[config.mk]
export PLATFORM = sky130hd
export DESIGN_NAME = byte_ring_buffer
export DESIGN_NICKNAME = d
export VERILOG_FILES = /design/src/brb_pkg.sv /design/src/brb_ram.sv /design/src/brb_ctrl.sv /design/src/byte_ring_buffer.sv
export SDC_FILE = /design/constraint.sdc
export NUM_CORES = 2
export LEC_CHECK = 0
export BUFFER_PORTS_ARGS = -buffer_cell sky130_fd_sc_hd__buf_2
export CORE_AREA = 5 5 431 348
export DETAILED_ROUTE_END_ITERATION = 10
export DIE_AREA = 0 0 436 353
export PLACE_DENSITY = 0.83
export SLEW_MARGIN = 20
export SYNTH_ARGS = -nofsm -noshare
export SYNTH_HDL_FRONTEND = slang
export SYNTH_SLANG_ARGS = --single-unit
export TNS_END_PERCENT = 30
[constraint.sdc]
create_clock -name clk -period 20.3 [get_ports clk]
set_input_delay 1.015 -clock clk [delete_from_list [all_inputs] [get_ports clk]]
set_output_delay 1.015 -clock clk [all_outputs]
set_load 0.05 [all_outputs]
[src/brb_pkg.sv]
`timescale 1ns / 1ps
`default_nettype none

package brb_pkg;

    localparam int DEPTH_LOG2 = 8;
    localparam int DEPTH      = 1 << DEPTH_LOG2;
    localparam int IDX_W      = DEPTH_LOG2;
    localparam int BYTE_W     = 8;
    localparam int CNT_W      = 9;
    localparam int SIZE_W     = 4;
    localparam logic [SIZE_W-1:0] SIZE_RESET = 4'd8;

    // s_tdata: command[2:0], data_in[10:3], count[19:11], zero pad to 24 bits
    localparam int S_DATA_W = 24;
    // m_tdata: ok, data_out, amount, used_count, free_count, is_empty, is_full
    localparam int M_DATA_W = 40;

    typedef enum logic [2:0] {
        CMD_WRITE   = 3'd0,
        CMD_READ    = 3'd1,
        CMD_PEEK    = 3'd2,
        CMD_DISCARD = 3'd3,
        CMD_RESET   = 3'd4
    } cmd_t;

    typedef struct packed {
        logic              ok;
        logic [CNT_W-1:0]  amount;
        logic [BYTE_W-1:0] used_count;
        logic [BYTE_W-1:0] free_count;
        logic              is_empty;
        logic              is_full;
        logic              from_ram;
    } result_meta_t;

    // Active ring mask; log2 size clamped to 1..DEPTH_LOG2
    function automatic logic [IDX_W-1:0] ring_mask(input logic [SIZE_W-1:0] size_log2);
        logic [SIZE_W-1:0] l;
        l = size_log2;
        if (l < SIZE_W'(1))
        begin
            l = SIZE_W'(1);
        end
        if (l > SIZE_W'(DEPTH_LOG2))
        begin
            l = SIZE_W'(DEPTH_LOG2);
        end
        return IDX_W'((1 << l) - 1);
    endfunction

endpackage

`default_nettype wire

[src/brb_ram.sv]
`timescale 1ns / 1ps
`default_nettype none

module brb_ram #(
    parameter int WIDTH = 8,
    parameter int DEPTH = 256
) (
    input  wire logic                     clk,
    input  wire logic                     we,
    input  wire logic [$clog2(DEPTH)-1:0] waddr,
    input  wire logic [WIDTH-1:0]         wdata,
    input  wire logic                     re,
    input  wire logic [$clog2(DEPTH)-1:0] raddr,
    output logic      [WIDTH-1:0]         rdata
);

    logic [WIDTH-1:0] mem [DEPTH];

    always_ff @(posedge clk)
    begin
        if (we)
        begin
            mem[waddr] <= wdata;
        end
        if (re)
        begin
            rdata <= mem[raddr];
        end
    end

endmodule

`default_nettype wire

[src/brb_ctrl.sv]
`timescale 1ns / 1ps
`default_nettype none

module brb_ctrl (
    input  wire logic                              clk,
    input  wire logic                              rst_n,
    input  wire logic                              cfg_we,
    input  wire logic [brb_pkg::SIZE_W-1:0]        cfg_wdata,
    input  wire logic                              acc,
    input  wire logic [2:0]                        command,
    input  wire logic [brb_pkg::BYTE_W-1:0]        data_in,
    input  wire logic [brb_pkg::CNT_W-1:0]         count,
    output logic                                   ram_we,
    output logic      [brb_pkg::IDX_W-1:0]         ram_waddr,
    output logic      [brb_pkg::BYTE_W-1:0]        ram_wdata,
    output logic                                   ram_re,
    output logic      [brb_pkg::IDX_W-1:0]         ram_raddr,
    output brb_pkg::result_meta_t                  meta
);

    logic [brb_pkg::SIZE_W-1:0] size_log2_reg;
    logic [brb_pkg::IDX_W-1:0]  wr_idx_reg, wr_idx_next;
    logic [brb_pkg::IDX_W-1:0]  rd_idx_reg, rd_idx_next;

    logic [brb_pkg::IDX_W-1:0]  mask;
    logic [brb_pkg::IDX_W-1:0]  w, r, used, used_new, w_inc;
    logic [brb_pkg::CNT_W-1:0]  used_ext, disc_amt;
    logic                       ok, from_ram, do_write;
    logic [brb_pkg::CNT_W-1:0]  amount;
    logic [brb_pkg::IDX_W-1:0]  raddr;

    always_ff @(posedge clk or negedge rst_n)
    begin
        if (!rst_n)
        begin
            size_log2_reg <= brb_pkg::SIZE_RESET;
            wr_idx_reg    <= '0;
            rd_idx_reg    <= '0;
        end
        else
        begin
            if (cfg_we)
            begin
                size_log2_reg <= cfg_wdata;
            end
            if (acc)
            begin
                wr_idx_reg <= wr_idx_next;
                rd_idx_reg <= rd_idx_next;
            end
        end
    end

    always_comb
    begin
        mask     = brb_pkg::ring_mask(size_log2_reg);
        w        = wr_idx_reg & mask;
        r        = rd_idx_reg & mask;
        used     = (w - r) & mask;
        used_ext = brb_pkg::CNT_W'(used);
        w_inc    = (w + brb_pkg::IDX_W'(1)) & mask;
        disc_amt = (count > used_ext) ? used_ext : count;

        ok          = 1'b0;
        amount      = '0;
        from_ram    = 1'b0;
        do_write    = 1'b0;
        raddr       = r;
        wr_idx_next = w;
        rd_idx_next = r;

        case (brb_pkg::cmd_t'(command))
            brb_pkg::CMD_WRITE:
            begin
                if (w_inc != r)
                begin
                    do_write    = 1'b1;
                    wr_idx_next = w_inc;
                    ok          = 1'b1;
                    amount      = brb_pkg::CNT_W'(1);
                end
            end
            brb_pkg::CMD_READ:
            begin
                if (w != r)
                begin
                    from_ram    = 1'b1;
                    rd_idx_next = (r + brb_pkg::IDX_W'(1)) & mask;
                    ok          = 1'b1;
                    amount      = brb_pkg::CNT_W'(1);
                end
            end
            brb_pkg::CMD_PEEK:
            begin
                // offset is below used, so its low bits are enough
                raddr = (r + count[brb_pkg::IDX_W-1:0]) & mask;
                if (count < used_ext)
                begin
                    from_ram = 1'b1;
                    ok       = 1'b1;
                    amount   = brb_pkg::CNT_W'(1);
                end
            end
            brb_pkg::CMD_DISCARD:
            begin
                rd_idx_next = (r + disc_amt[brb_pkg::IDX_W-1:0]) & mask;
                ok          = 1'b1;
                amount      = disc_amt;
            end
            brb_pkg::CMD_RESET:
            begin
                wr_idx_next = '0;
                rd_idx_next = '0;
                ok          = 1'b1;
            end
            default:
            begin
                ok = 1'b0;
            end
        endcase

        used_new = (wr_idx_next - rd_idx_next) & mask;

        meta.ok         = ok;
        meta.amount     = amount;
        meta.used_count = brb_pkg::BYTE_W'(used_new);
        meta.free_count = brb_pkg::BYTE_W'(mask - used_new);
        meta.is_empty   = (wr_idx_next == rd_idx_next);
        meta.is_full    = (((wr_idx_next + brb_pkg::IDX_W'(1)) & mask) == rd_idx_next);
        meta.from_ram   = from_ram;
    end

    assign ram_we    = acc && do_write;
    assign ram_waddr = w;
    assign ram_wdata = data_in;
    assign ram_re    = acc;
    assign ram_raddr = raddr;

    a_idx_in_ring: assert property (@(posedge clk) disable iff (!rst_n)
        acc |=> ((wr_idx_reg & ~$past(mask)) == '0) && ((rd_idx_reg & ~$past(mask)) == '0))
        else $error("index outside active ring");

    a_reset_cmd: assert property (@(posedge clk) disable iff (!rst_n)
        acc && (command == brb_pkg::CMD_RESET) |=> (wr_idx_reg == '0) && (rd_idx_reg == '0))
        else $error("reset command left indices set");

    a_no_overfill: assert property (@(posedge clk) disable iff (!rst_n)
        ram_we |-> (w_inc != r) && !meta.from_ram)
        else $error("store written while full");

    a_idle_hold: assert property (@(posedge clk) disable iff (!rst_n)
        !acc |=> $stable(wr_idx_reg) && $stable(rd_idx_reg))
        else $error("indices moved without a beat");

endmodule

`default_nettype wire

[src/byte_ring_buffer.sv]
`timescale 1ns / 1ps
`default_nettype none

// Byte FIFO on a circular store, one slot always kept empty.
// Input beats (s_*) carry a command: write, read, peek at an offset from the
// oldest byte, discard up to count bytes, or empty the FIFO. Each input beat
// gives exactly one output beat (m_*) with the outcome, data byte, amount and
// the fill status after the command.
// cfg_we/cfg_wdata set log2 of the active ring size (clamped to 1..8); write it
// only while idle and follow it with a reset command.
// Throughput: one beat per cycle unless the output stalls. The indices live in
// flops and the byte store is a single RAM with a registered read, so a command
// is decoded and its RAM access issued in the cycle it is accepted.
// An input beat passes the RAM read stage, then the output register, on its way
// to the output beat.
// Reset empties the FIFO and sets the ring size to 256; the store is not
// cleared. When m_tready is low the output register holds, the stage behind it
// fills, and s_tready drops until the output beat is taken.
module byte_ring_buffer (
    input  wire logic                              clk,
    input  wire logic                              rst_n,
    input  wire logic                              cfg_we,
    input  wire logic [brb_pkg::SIZE_W-1:0]        cfg_wdata,
    input  wire logic                              s_tvalid,
    output logic                                   s_tready,
    // command[2:0], data_in[10:3], count[19:11], zero[23:20]
    input  wire logic [brb_pkg::S_DATA_W-1:0]      s_tdata,
    output logic                                   m_tvalid,
    input  wire logic                              m_tready,
    // ok[0], data_out[8:1], amount[17:9], used_count[25:18],
    // free_count[33:26], is_empty[34], is_full[35], zero[39:36]
    output logic      [brb_pkg::M_DATA_W-1:0]      m_tdata
);

    logic                         acc;
    logic                         ram_we, ram_re;
    logic [brb_pkg::IDX_W-1:0]    ram_waddr, ram_raddr;
    logic [brb_pkg::BYTE_W-1:0]   ram_wdata, ram_rdata;
    brb_pkg::result_meta_t        meta;
    brb_pkg::result_meta_t        s2_meta_reg;
    logic                         s2_valid_reg, s2_valid_next;
    logic                         m_valid_reg, m_valid_next;
    logic [brb_pkg::M_DATA_W-1:0] m_data_reg, m_data_next;
    logic                         s2_adv;
    logic [brb_pkg::BYTE_W-1:0]   data_out;

    assign s2_adv   = s2_valid_reg && (!m_valid_reg || m_tready);
    assign s_tready = !s2_valid_reg || s2_adv;
    assign acc      = s_tvalid && s_tready;

    brb_ctrl u_ctrl (
        .clk       (clk),
        .rst_n     (rst_n),
        .cfg_we    (cfg_we),
        .cfg_wdata (cfg_wdata),
        .acc       (acc),
        .command   (s_tdata[2:0]),
        .data_in   (s_tdata[10:3]),
        .count     (s_tdata[19:11]),
        .ram_we    (ram_we),
        .ram_waddr (ram_waddr),
        .ram_wdata (ram_wdata),
        .ram_re    (ram_re),
        .ram_raddr (ram_raddr),
        .meta      (meta)
    );

    brb_ram #(
        .WIDTH (brb_pkg::BYTE_W),
        .DEPTH (brb_pkg::DEPTH)
    ) u_store (
        .clk   (clk),
        .we    (ram_we),
        .waddr (ram_waddr),
        .wdata (ram_wdata),
        .re    (ram_re),
        .raddr (ram_raddr),
        .rdata (ram_rdata)
    );

    always_comb
    begin
        s2_valid_next = acc ? 1'b1 : (s2_adv ? 1'b0 : s2_valid_reg);
        m_valid_next  = s2_adv ? 1'b1 : (m_tready ? 1'b0 : m_valid_reg);
        data_out      = s2_meta_reg.from_ram ? ram_rdata : '0;
        m_data_next   = {4'd0,
                         s2_meta_reg.is_full,
                         s2_meta_reg.is_empty,
                         s2_meta_reg.free_count,
                         s2_meta_reg.used_count,
                         s2_meta_reg.amount,
                         data_out,
                         s2_meta_reg.ok};
    end

    always_ff @(posedge clk or negedge rst_n)
    begin
        if (!rst_n)
        begin
            s2_valid_reg <= 1'b0;
            m_valid_reg  <= 1'b0;
        end
        else
        begin
            s2_valid_reg <= s2_valid_next;
            m_valid_reg  <= m_valid_next;
        end
    end

    always_ff @(posedge clk)
    begin
        if (acc)
        begin
            s2_meta_reg <= meta;
        end
        if (s2_adv)
        begin
            m_data_reg <= m_data_next;
        end
    end

    assign m_tvalid = m_valid_reg;
    assign m_tdata  = m_data_reg;

    a_stall_cause: assert property (@(posedge clk) disable iff (!rst_n)
        !s_tready |-> s2_valid_reg && m_valid_reg && !m_tready)
        else $error("input stalled with room downstream");

    a_beat_flows: assert property (@(posedge clk) disable iff (!rst_n)
        acc |=> s2_valid_reg)
        else $error("accepted beat lost before output stage");

    a_stage_hold: assert property (@(posedge clk) disable iff (!rst_n)
        s2_valid_reg && !s2_adv |=>
            s2_valid_reg && (!s2_meta_reg.from_ram || $stable(ram_rdata)))
        else $error("stalled RAM data not held");

endmodule

`default_nettype wire

# Word level (Yosys, flattened, before mapping)
# Memory sizes are Yosys's and may differ from the RTL's. A register that Yosys moved wholly into a read port is not among the register bits.
# Index checks and enable logic that the tools add are counted.
# op_classes
add_sub_neg,9
multipliers,0
n_div,0
n_lt_le_gt_ge,4
n_eq_ne,8
n_shift,1
n_mux,24
bitwise_logic,9
n_reduce_logical,11
# op_table
op,count
8-bit AND,9
9-bit case mux with 4 select lines,1
8-bit by 1-bit adder with 8-bit output (second input constant),3
8-bit 2-to-1 mux,3
8-bit case mux with 3 select lines,1
8-bit subtractor,3
8-bit adder,2
8-bit == test,2
8-bit != test,2
8-bit case mux with 2 select lines,1
1-bit 2-to-1 mux,13
9-bit by 8-bit > comparator with 1-bit output,1
9-bit by 8-bit less-than comparator with 1-bit output,1
9-bit 2-to-1 mux,1
4-bit 2-to-1 mux,2
1-bit by 4-bit left shift with 8-bit output (first input constant),1
8-bit by 2-bit subtractor with 8-bit output (second input constant),1
3-bit by 2-bit == test with 1-bit output (second input constant),2
4-bit > comparator (second input constant),1
4-bit by 1-bit less-than comparator with 1-bit output (second input constant),1
1-bit case mux with 4 select lines,1
2-bit nonzero test,2
3-bit by 1-bit == test with 1-bit output (second input constant),1
3-bit == test (second input constant),1
other kinds (6),10
# word_totals
register_bits,87
latch_bits,0
ram_bits,2048
mem_bits_ro,0
input_bits,33
out_inout_bits,42
word_cells,81
memories,1
# memory_table
memory,depth,width,read_ports,rd_ports_with_merged_regs,wr,line_no,text
u_store.mem,256,8,1,1,1,brb_ram.sv:17,logic [WIDTH-1:0] mem [DEPTH];

# Longest topological paths before layout
# logic_depth
ltp_word,17
depth_mapped,40

# By module
# A second synthesis with hierarchy kept.
# unflattened
hier_cells,4399
area_unflattened_um2,86088.8
# by_module_without_submodules
module,n_inst,cells_per_inst,area_each_um2,seq_area_each_um2
brb_ram,1,3733,79636.4,61739.2
brb_ctrl,1,580,4312.9,501.7
byte_ring_buffer,1,86,2139.6,2001.9

# Worst setup path after synthesis
# OpenSTA, ideal clock, no wires.
# synth_path
path_type,register to register
startpoint,register u_ctrl.size_log2_reg[3] in the netlist's numbering
endpoint,"register s2_meta_reg (netlist bit m_data_next[25]), data pin"
t_arrival_ps,7175
required_ps,20045
setup_slack_ps,12870
stages_incl_launch_ff,39
cell_sequence,dfstp_2 -> buf_4 -> buf_2 -> or3_1 -> ha_1 -> buf_6 -> xor2_2 -> and2_1 -> ha_1 -> nor2b_1 -> o21ai_0 -> nand2b_1 -> a21o_1 -> a21oi_1 -> xor2_1 -> nor2_1 -> inv_1 -> ha_1 -> [... 3 more ...] -> a21oi_2 -> mux2i_1 -> inv_1 -> ha_1 -> a21o_1 -> a21oi_1 -> xor2_1 -> nand2_1 -> o21ai_0 -> a222oi_1 -> nand2_1 -> ha_1 -> a21o_1 -> a21o_1 -> a21o_1 -> a21oi_1 -> xnor3_1 -> and2_1
# synth_lines
item,line_no,text
start: declaration,brb_ctrl.sv:21,logic [brb_pkg::SIZE_W-1:0] size_log2_reg;
start signal: assignment,brb_ctrl.sv:36,size_log2_reg <= brb_pkg::SIZE_RESET;
start signal: assignment,brb_ctrl.sv:44,size_log2_reg <= cfg_wdata;
end signal: assignment,byte_ring_buffer.sv:114,s2_meta_reg <= meta;
end: declaration,byte_ring_buffer.sv:40,brb_pkg::result_meta_t s2_meta_reg;

==> impl_metrics.tcl <==
set metrics [dict create \
    status "finished clean" \
    critPathMaxFanout 19 \
    power_leakage_nw 29.5 \
    largest_register_ff_count 2048 \
    grt_start_max_net_pins 152 \
    initial_utilization 0.597 \
    synth_cell_types 81 \
    ys_ff_latch 2143 \
    postLayoutSetupSlackWorst_ps 11380 \
    syn_inst 4594 \
    yosysWarnings 0 \
    netlist_top_cells_count "edfxtp_1 (2121), mux4_2 (512), nand2_1 (500)" \
    post_cts.repair.setup_buffers 0 \
    synth_ff_type "edfxtp_1" \
    avgViaCountPerCell 6.96 \
    die_h_um 353 \
    cts-root-buf "clkbuf_16" \
    routed.top_layer "met5" \
    power_w 0.0104 \
    end_kind "flip-flop" \
    hold_viol 0 \
    slew_viol_final 0 \
    antenna_found_initial 7 \
    netlist_area_um2 86400 \
    portBuffers 66 \
    yosys.area.top_type_share 0.737 \
    num_vias 46500 \
    ir_drop_uv 87.3 \
    detail-route-antenna-nets 0 \
    max_stage_delay_ps 750 \
    synth-seq-area-share 0.743 \
    yosysTopAreaCell "edfxtp_1" \
    yosysMostFrequentCell "edfxtp_1" \
    crit_arrival_ps 9490 \
    ctsHoldBuffers 0 \
    setup_violations 0 \
    power_density_nw_per_um2 110 \
    worstPathRequired_ps 20860 \
    place_congestion 0.895 \
    fin_crit_ps 8920 \
    wl_met2_mm 102 \
    grt_pass1_wl_mm 314 \
    start_kind "flip-flop" \
    dr.pass1.iters 8 \
    final_nets 4710 \
    cts_tree "built" \
    crit_top_cell "ha_1" \
    crit_path_end "m_data_next[25]" \
    clock-skew-final_ps 40.7 \
    rsz0062_at_grt "no" \
    drtIter0Drc 7499 \
    gr-total-overflow 0 \
    pre_cts_slack_ps 11550 \
    cts.clk_slew.worst_paths_ps 80 \
    ff2ff_path_depth 36 \
    synth_area_leaders "edfxtp_1 (74%), mux4_2 (13%), nand2_1 (2.2%), nor2_1 (1.4%), a211oi_1 (0.85%)" \
    wl_met1_mm 74.7 \
    dp_hpwl_mm 112 \
    max_freq_mhz 112 \
    drt_wl_total_mm 212 \
    area_delta_synth_final_pct 9.14 \
    whs_ps 184 \
    avgSynthCellArea_um2 18.8 \
    tightest_slew_ps 1350 \
    rows 125 \
    cts_resized 0 \
    critPathLaunch "u_ctrl.size_log2_reg[3]" \
    finalCritPeriodShare 0.439 \
    grtUsageTotal 0.276 \
    clkSinkCount 2143 \
    maxCapViolations 0 \
    critical_path_class "reg2reg" \
    crit_slowest_cell "dfstp_2" \
    synthArstFlopShare 0.0103 \
    timing.rr.start "u_ctrl.size_log2_reg[3]" \
    route.detailed.drc 0 \
    die_w_um 436 \
    wl_met3_mm 26.0 \
    timing.rr.end "m_data_next[25]" \
    synth_edf_count 2121 \
    clk_latency_ps 840 \
    grt_pass1_vias 46600 \
    cts_max_path_buffers 3 \
    io_pins 75 \
    routedWlPerCell_um 31.7 \
    ctsHtreeMaxLevel 4 \
    core_um2 145000 \
    tns_ps 0 \
    regToRegSetupSlack_ps 11380 \
    relSlewSlack 0.0958 \
    largest_register "u_store.mem" \
    numCtsBuffers 184 \
    hp-class "in2async" \
    drive_gt1_frac 0.198 \
    die-area_um2 154000 \
]
## cell usage in the layout, fill, tap and decap left out, types with 16 or more instances in the layout
cell and count:
a211o_1 19, a211oi_1 98, a21oi_1 27, a311o_1 17, a311oi_1 47, a31oi_1 54, and2_1 102, buf_2 58
buf_4 54, clkbuf_1 48, clkbuf_16 191, clkinv_1 39, clkinv_2 34, dfrtp_1 21, edfxtp_1 2121, ha_1 44
inv_1 40, mux2i_1 17, mux4_2 512, nand2_1 488, nand3_1 67, nor2_1 307, nor3_1 16, o211ai_1 52
o21ai_0 46, xnor2_1 28, xor2_1 20
## through the flow
step	cells	cell area, um2	utilization
global placement	6346	88500	0.612
CTS	6682	94200	0.651
global route	6684	94300	0.652
floorplan	4599	86400	-
detailed placement	6346	88500	0.612
finish	6689	94300	0.652
## routing by layer
layer | global-route usage | vias to the layer above
met4 | 0.113 | 6
met1 | 0.380 | 23700
met2 | 0.430 | 3672
li1 | - | 18500
met5 | 0 | -
met3 | 0.0715 | 628
## worst min path at each step
stage                    start  cells past startpoint              endpoint  slack (ps)
2_1_floorplan   m_data_next[0]                      0            m_tdata[0]         400
3_3_place_gp   m_data_next[18]                      0           m_tdata[18]         400
3_5_place_dp   m_data_next[15]                      0           m_tdata[15]         400
4_1_cts                  rst_n                      1  u_ctrl.wr_idx_reg[2]         160
5_1_grt                  rst_n                      1  u_ctrl.wr_idx_reg[2]         210
6_report                 rst_n                      1  u_ctrl.wr_idx_reg[2]         180
## cell families after synthesis
family,share of synthesized area
mux,0.137
other cells,0.0000869
compound gates,0.0359
flops,0.743
xor+xnor,0.00557
simple gates,0.0534
fa+ha+maj,0.00730
buf+inv,0.0179
## critical path, delay by kind of cell (launching register included)
family                   cells  cell delay [ps]
AO/OA/AOI/OAI               14             3040
adder cells (fa/ha/maj)      5             1780
AND/OR/NAND/NOR              8             1290
XOR/XNOR                     4             1040
flip-flops                   1              750
multiplexers                 1              440
buffers and inverters        4              340
## layout make-up
type | count | area (um2)
clock inverters | 97 | 762
fillers | 8940 | 50300
diodes | 5 | 12.5
clock buffers | 239 | 4960
inverters | 41 | 154
repair buffers | 132 | 1040
multi-input cells | 2127 | 20800
flip-flops and latches | 2143 | 64200
well taps | 1905 | 2380
## report_power, final
part           internal (W)  leakage, nW  total, W  switching [W]
Sequential          0.00491         19.4   0.00493      0.0000217
Combinational      0.000886         7.31   0.00202        0.00114
Clock               0.00185         2.80   0.00345        0.00159
Total               0.00764         29.5    0.0104        0.00275
(Power assumes the default switching activity.)
